==> src/rtl/core/sha1bh_pkg.sv <==
// ----------------------------------------------------------------------------
// SHA-1 block hash package
// Shared types and constants for the SHA-1 block hash core.
// ----------------------------------------------------------------------------
package sha1bh_pkg;

    localparam int unsigned WORD_W      = 32;
    localparam int unsigned BLOCK_WORDS = 16;
    localparam int unsigned HASH_WORDS  = 5;
    localparam int unsigned ROUNDS      = 80;
    localparam int unsigned POS_W       = 4;
    localparam int unsigned ROUND_W     = 7;

    typedef logic [WORD_W-1:0] word_t;

    typedef enum logic [1:0] {
        ST_IDLE,
        ST_ROUND,
        ST_FINISH
    } state_t;

    localparam word_t IV [HASH_WORDS] = '{
        32'h67452301, 32'hefcdab89, 32'h98badcfe, 32'h10325476, 32'hc3d2e1f0
    };

    localparam word_t RK0 = 32'h5a827999;
    localparam word_t RK1 = 32'h6ed9eba1;
    localparam word_t RK2 = 32'h8f1bbcdc;
    localparam word_t RK3 = 32'hca62c1d6;

    localparam logic [ROUND_W-1:0] ROUND_LAST = ROUND_W'(ROUNDS - 1);
    localparam logic [ROUND_W-1:0] PHASE1     = ROUND_W'(20);
    localparam logic [ROUND_W-1:0] PHASE2     = ROUND_W'(40);
    localparam logic [ROUND_W-1:0] PHASE3     = ROUND_W'(60);
    localparam logic [POS_W-1:0]   POS_LAST   = POS_W'(BLOCK_WORDS - 1);

    function automatic word_t rotl(input word_t x, input int unsigned n);
        rotl = (x << n) | (x >> (WORD_W - n));
    endfunction

endpackage

==> src/rtl/core/sha1_block_hash_core.sv <==
// ----------------------------------------------------------------------------
// SHA-1 block hash core
// Hashes a padded message given as 32-bit big-endian words, one round per
// cycle on a single shared round unit, and returns the 160-bit digest.
// ----------------------------------------------------------------------------
// Channel   Ports        Contents
// input     s_axis_*     tdata: message word, tuser: start of message,
//                        tlast: last word of the final block
// result    m_axis_*     tdata: digest words 0..4, word 0 lowest
//
// A word that does not complete a block is taken while the core is idle. The
// sixteenth word of a block starts 80 rounds of the shared round unit, one
// per cycle, and the finish state then adds the result into the chaining
// value. The input is not ready during the rounds and the chaining update.
// The digest sits in an output register, so the next block can be taken
// while it waits; the chaining update stalls only if a second digest is due
// before the first has been taken. Reset loads the initial vector.
module sha1_block_hash_core (
    input  logic                                aclk,
    input  logic                                aresetn,
    input  logic                                s_axis_tvalid,
    output logic                                s_axis_tready,
    input  logic [sha1bh_pkg::WORD_W-1:0]       s_axis_tdata,  // message_word
    input  logic [0:0]                          s_axis_tuser,  // start_message
    input  logic                                s_axis_tlast,
    output logic                                m_axis_tvalid,
    input  logic                                m_axis_tready,
    // digest_word0, digest_word1, digest_word2, digest_word3, digest_word4
    output logic [sha1bh_pkg::HASH_WORDS*sha1bh_pkg::WORD_W-1:0] m_axis_tdata
);
    import sha1bh_pkg::*;

    state_t state_reg, state_next;

    word_t sched_reg [BLOCK_WORDS];
    word_t chain_reg [HASH_WORDS];
    word_t var_reg   [HASH_WORDS];
    word_t chain_sum [HASH_WORDS];

    logic [POS_W-1:0]   pos_reg;
    logic [ROUND_W-1:0] round_reg;
    logic               emit_reg;
    logic               out_valid_reg;
    logic [HASH_WORDS*WORD_W-1:0] out_data_reg;

    logic       in_fire;
    logic       out_fire;
    logic       block_done;
    logic       finish_go;
    word_t      f_val;
    word_t      k_val;
    word_t      temp_val;
    word_t      w_new;

    assign in_fire    = s_axis_tvalid && s_axis_tready;
    assign out_fire   = out_valid_reg && m_axis_tready;
    assign block_done = in_fire && !s_axis_tuser[0] && (pos_reg == POS_LAST);
    assign finish_go  = !emit_reg || !out_valid_reg || m_axis_tready;

    assign s_axis_tready = (state_reg == ST_IDLE);
    assign m_axis_tvalid = out_valid_reg;
    assign m_axis_tdata  = out_data_reg;

    always_comb begin
        if (round_reg < PHASE1) begin
            f_val = (var_reg[1] & var_reg[2]) | (~var_reg[1] & var_reg[3]);
            k_val = RK0;
        end else if (round_reg < PHASE2) begin
            f_val = var_reg[1] ^ var_reg[2] ^ var_reg[3];
            k_val = RK1;
        end else if (round_reg < PHASE3) begin
            f_val = (var_reg[1] & var_reg[2]) | (var_reg[1] & var_reg[3])
                  | (var_reg[2] & var_reg[3]);
            k_val = RK2;
        end else begin
            f_val = var_reg[1] ^ var_reg[2] ^ var_reg[3];
            k_val = RK3;
        end
        temp_val = rotl(var_reg[0], 5) + f_val + var_reg[4] + sched_reg[0] + k_val;
        w_new    = rotl(sched_reg[13] ^ sched_reg[8] ^ sched_reg[2] ^ sched_reg[0], 1);
        for (int i = 0; i < HASH_WORDS; i++) begin
            chain_sum[i] = chain_reg[i] + var_reg[i];
        end
    end

    always_comb begin
        state_next = state_reg;
        unique case (state_reg)
            ST_IDLE: begin
                if (block_done) begin
                    state_next = ST_ROUND;
                end
            end
            ST_ROUND: begin
                if (round_reg == ROUND_LAST) begin
                    state_next = ST_FINISH;
                end
            end
            ST_FINISH: begin
                if (finish_go) begin
                    state_next = ST_IDLE;
                end
            end
            default: state_next = ST_IDLE;
        endcase
    end

    always_ff @(posedge aclk) begin
        if (!aresetn) begin
            state_reg     <= ST_IDLE;
            pos_reg       <= '0;
            round_reg     <= '0;
            emit_reg      <= 1'b0;
            out_valid_reg <= 1'b0;
            for (int i = 0; i < HASH_WORDS; i++) begin
                chain_reg[i] <= IV[i];
            end
        end else begin
            state_reg <= state_next;
            if (state_reg == ST_FINISH && finish_go && emit_reg) begin
                out_valid_reg <= 1'b1;
            end else if (out_fire) begin
                out_valid_reg <= 1'b0;
            end
            unique case (state_reg)
                ST_IDLE: begin
                    if (in_fire) begin
                        if (s_axis_tuser[0]) begin
                            pos_reg <= POS_W'(1);
                            for (int i = 0; i < HASH_WORDS; i++) begin
                                chain_reg[i] <= IV[i];
                            end
                        end else begin
                            pos_reg <= pos_reg + POS_W'(1);
                        end
                        round_reg <= '0;
                        emit_reg  <= s_axis_tlast;
                    end
                end
                ST_ROUND: begin
                    round_reg <= round_reg + ROUND_W'(1);
                end
                ST_FINISH: begin
                    if (finish_go) begin
                        for (int i = 0; i < HASH_WORDS; i++) begin
                            chain_reg[i] <= chain_sum[i];
                        end
                    end
                end
                default: ;
            endcase
        end
    end

    always_ff @(posedge aclk) begin
        if (state_reg == ST_IDLE && in_fire) begin
            for (int i = 0; i < BLOCK_WORDS - 1; i++) begin
                sched_reg[i] <= sched_reg[i+1];
            end
            sched_reg[BLOCK_WORDS-1] <= s_axis_tdata;
            if (block_done) begin
                for (int i = 0; i < HASH_WORDS; i++) begin
                    var_reg[i] <= chain_reg[i];
                end
            end
        end else if (state_reg == ST_ROUND) begin
            for (int i = 0; i < BLOCK_WORDS - 1; i++) begin
                sched_reg[i] <= sched_reg[i+1];
            end
            sched_reg[BLOCK_WORDS-1] <= w_new;
            var_reg[4] <= var_reg[3];
            var_reg[3] <= var_reg[2];
            var_reg[2] <= rotl(var_reg[1], 30);
            var_reg[1] <= var_reg[0];
            var_reg[0] <= temp_val;
        end
        if (state_reg == ST_FINISH && finish_go && emit_reg) begin
            for (int i = 0; i < HASH_WORDS; i++) begin
                out_data_reg[i*WORD_W +: WORD_W] <= chain_sum[i];
            end
        end
    end

endmodule
==> config.mk <==
export PLATFORM = sky130hd
export DESIGN_NAME = sha1_block_hash_core
export DESIGN_NICKNAME = d
export VERILOG_FILES = /design/src/rtl/core/sha1bh_pkg.sv /design/src/rtl/core/sha1_block_hash_core.sv
export SDC_FILE = /design/constraint.sdc
export NUM_CORES = 2
export LEC_CHECK = 0
export BUFFER_PORTS_ARGS = -buffer_cell sky130_fd_sc_hd__buf_2
export CAP_MARGIN = 20
export CORE_MARGIN = 4
export CORE_UTILIZATION = 62
export CTS_CLUSTER_SIZE = 8
export DETAILED_ROUTE_END_ITERATION = 10
export GPL_TIMING_DRIVEN = 0
export PLACE_DENSITY = 0.91
export SYNTH_ARGS = -nofsm -noshare
export SYNTH_HDL_FRONTEND = slang
export SYNTH_SLANG_ARGS = --single-unit
==> constraint.sdc <==
create_clock -name aclk -period 17 [get_ports aclk]
set_input_delay 3.4 -clock aclk [delete_from_list [all_inputs] [get_ports aclk]]
set_output_delay 3.4 -clock aclk [all_outputs]
set_load 0.05 [all_outputs]
---- After elaboration in Yosys (flattened, before gate mapping) ----
Memory sizes are Yosys's and may differ from the RTL's.
Index checks and enable logic that the tools add are counted.
word-level totals
  register bits after elaboration ......... 175
  RAM bits ................................ 832
  input bits .............................. 38
  output and inout port bits .............. 162
  logic and storage cells ................. 160
  memories ................................ 3
memory list
  memory     words  bits a word  read ports  clocked after Yosys merged registers in  write ports  RTL line                    text
  sched_reg  16     32           16          0                                        16           sha1_block_hash_core.sv:35  word_t sched_reg [BLOCK_WORDS];
  chain_reg  5      32           5           0                                        5            sha1_block_hash_core.sv:36  word_t chain_reg [HASH_WORDS];
  var_reg    5      32           5           0                                        5            sha1_block_hash_core.sv:37  word_t var_reg [HASH_WORDS];
cells by class
  $add $sub $neg .......................... 11
  $lt $le $gt $ge ......................... 3
  eq/ne operators ......................... 8
  muxes and demuxes ....................... 64
  bitwise operators ....................... 47
  reduce and logical (&&, ||, !) cells .... 18
operator list
  operator                                                                      count
  32-bit two-way mux                                                            36
  32-bit adder                                                                  9
  32-bit XOR                                                                    5
  32-bit AND                                                                    4
  32-bit bitwise OR                                                             3
  32-bit NOT                                                                    1
  32-bit by 1-bit bitwise OR with 32-bit output                                 1
  32-bit by 30-bit bitwise OR with 32-bit output                                1
  32-bit by 5-bit bitwise OR with 32-bit output                                 1
  31-bit two-way mux                                                            1
  1-bit bitwise OR                                                              31
  1-bit two-way mux                                                             20
  7-bit by 6-bit less-than comparator with 1-bit output, second input constant  2
  7-bit one-hot mux with 2 select lines                                         1
  7-bit by 1-bit adder with 7-bit output, second input constant                 1
  7-bit equality test, second input constant                                    1
  1-bit logical AND                                                             7
  7-bit by 5-bit less-than comparator with 1-bit output, second input constant  1
  7-bit two-way mux                                                             1
  2-bit two-way mux                                                             3
  2-bit one-hot mux with 3 select lines                                         1
  4-bit by 1-bit adder with 4-bit output, second input constant                 1
  4-bit equality test, second input constant                                    1
  4-bit two-way mux                                                             1
  10 further kinds                                                              17

---- Depth between registers and ports, before layout ----
An unclocked memory read counts as a cell.
  depth after elaboration ................. 12
  gate-level depth with buffers ........... 24
  gate-level depth less buffers ........... 23

---- Worst setup path after synthesis ----
Ideal clock, no wire load.
  path kind ............................... input-to-reg
  from .................................... in m_axis_tready
  to ...................................... mem chain_reg[0][0] (netlist name) (enable)
  library setup time ...................... 900 ps
  arrival time ............................ 14,899 ps
  data required time ...................... 16,100 ps
  setup slack ............................. 1,201 ps
  stages .................................. 5
  path buffers ............................ 0
  cell sequence ........................... nor2b_1 > and2_1 > nor2_1 > a31oi_1 > o21ai_0
RTL lines
  item                RTL line                    text
  start: declaration  sha1_block_hash_core.sv:27  input logic m_axis_tready,
  end: declaration    sha1_block_hash_core.sv:36

==> impl_metrics.ini <==
[die]
row_count = 101
ioPinCount = 200
fp.dieW_um = 286
initial_core_util_pct = 62.8
die_y_um = 286
dieArea_sq_mm = 0.0818
fp.coreArea_sq_mm = 0.0763

[setup_path]
end_kind = flop
cp_data_required_time_ns = 17.42
crit_fanout = 10
critPathLaunchType = flop
arrival_ns = 8.04
crit_type = reg2reg

[status]
status = complete, no violations

[clock_network]
numCtsBuffers = 144
clockBufferDepth = 3
hold_buffers = 0
clk-insertion-delay-late_ns = 0.75
htree_levels = 4
path_clk_slew_ns = 0.06
cts.sinks = 1007
ctsRootBufferMaster = clkbuf_16
cts_resized = 0
cts_tree = done
post_cts_buffers = 0

[power_and_ir_drop]
p_leak_uw = 0.0210
total_power_uw = 5790
p_per_area_mw_per_mm2 = 106
ir_drop_v = 0.0000845

[logic_synthesis]
synth_top_cell_by_area = edfxtp_1
syn_area_per_cell_sq_um = 13.2
yosys-top-cells-area = edfxtp_1 (62%), ha_1 (5.8%), fa_1 (5.0%)
yosys_most_used_dff = edfxtp_1
synth.most_common_cell = edfxtp_1
synth-seq-cells = 1007
yosysTopAreaCellShare_pct = 62.2
ys_seq_area_share_pct = 62.8
async_flop_share_pct = 0
syn-num-nets = 4002
syn_area_sq_mm = 0.0479
synth_cell_types = 76
synth_warnings = 0
netlist_top_cells_count = edfxtp_1 (992), nand2_1 (502), ha_1 (221)
synth_edf_count = 992
netlist_instances = 3623

[global_routing]
grt_max_degree = 75
grt_pass1_wl_um = 196000
grt_pass1_vias = 31900
gr-total-overflow = 0
antenna_found_initial = 5
track_usage_pct = 32.1

[placed_design]
dp_hpwl_um = 90100
io_buffer_count = 199
gp_congestion = 1.00

[routing]
drt_iter0_markers = 4242
vias_per_cell = 6.34
first_pass_iters = 6
post_drt_wl_per_cell_um = 25.9
drc = 0
wl_um = 131000
antenna_left = 0
vias = 32100

[timing]
worstMarginPinSlew_ns = 1.22
setup_viol = 0
fin_skew_ns = 0.0470
fin_crit_ns = 7.61
fin_crit_sh_pct = 44.8
slew_viol_final = 0
maxSlewHeadroom_pct = 18.9
fin_tns_setup_ns = 0
hold_viol = 0
max_freq_mhz = 131
rsz0062_at_grt = no

[layout]
num-nets-final = 4370
largest_reg_flops = 512
final_util_pct = 71.8
area_delta_synth_final_pct = 14.4
layout-drive-gt1-share_pct = 10.2

[flow_run]
cap_viol_max_count = 0

[worst_hold_path]
worstHoldPathType = reg2reg
## final timing paths
| path | startpoint | end | slack [ns] | depth (start not counted) |
|---|---|---|---|---|
| setup / recovery | round_reg[3] | var_reg[0][30] | 9.39 | 23 |
| hold / removal | sched_reg[15][22] | sched_reg[14][22] | 0.39 | 0 |
| setup reg to reg | round_reg[3] | var_reg[0][30] | 9.39 | 23 |
| hold reg to reg | sched_reg[15][22] | sched_reg[14][22] | 0.39 | 0 |
## placed cells by master (no fill, tap or decap), drive strengths merged, types with 120 or more instances in the layout
cell type / n
nor2: 180
inv: 211
buf: 230
xnor2: 201
ha: 221
edfxtp: 992
a21oi: 178
o21ai: 152
fa: 120
nand2: 502
clkbuf: 250
## metrics by stage
stage	worst slack, ns	hold WS, ns	area, sq um	instances
floorplan	1.20	0.400	47900	3623
global placement	-6.03	0.400	50200	4852
detailed placement	9.80	0.405	50700	4874
CTS	9.64	0.394	54800	5058
global route	9.23	0.418	54800	5060
finish	9.39	0.394	54800	5060
## where the power goes
part           leakage (uW)  switching (uW)  internal, uW
Clock               0.00196            1070          1560
Combinational       0.00963             176           102
Sequential          0.00938            46.4          2830
## final cells by class
| type | count | area, sq um |
|---|---|---|
| tap | 1030 | 1290 |
| clock inverter | 14 | 358 |
| antenna | 1 | 2.50 |
| fill | 4616 | 21500 |
| buffer | 88 | 332 |
| multi-input combinational | 2318 | 16700 |
| timing repair buffer | 222 | 1490 |
| clock buffer | 170 | 3720 |
| inverter | 210 | 788 |
| sequential | 1007 | 30100 |
## layer usage
metal,routed length [um],track usage [%],part of all wire [%]
met1,46900,41.2,36
met2,58700,48.9,45
met3,15600,8.29,12
met4,9780,20.9,7.5
met5,27,0,0.021
## logic make-up after synthesis
group	after synthesis	synth area share [%]
compound gates	649	8.86
xor+xnor	261	4.77
buf+inv	298	2.34
mux	22	0.465
simple gates	1045	10.0
fa+ha+maj	341	10.8
flops	1007	62.8
## critical path, cell delays in order, from the launching register on
cell and delay [ns]:
dfxtp_1 0.37, and3_1 0.24, nor3_1 0.41, buf_2 0.31
inv_2 0.06, nand2_1 0.43, clkbuf_1 0.62, nor2_1 0.08
nor2_1 0.24, fa_1 0.48, fa_1 0.52, inv_1 0.07
fa_1 0.54, inv_1 0.07, ha_1 0.28, a21o_1 0.19
a21o_1 0.23, a31oi_1 0.28, a31oi_1 0.26, a211oi_1 0.61
o31ai_1 0.23, a221oi_1 0.36, xor2_1 0.24, o21ai_0 0.11
(Power assumes the default switching activity.)
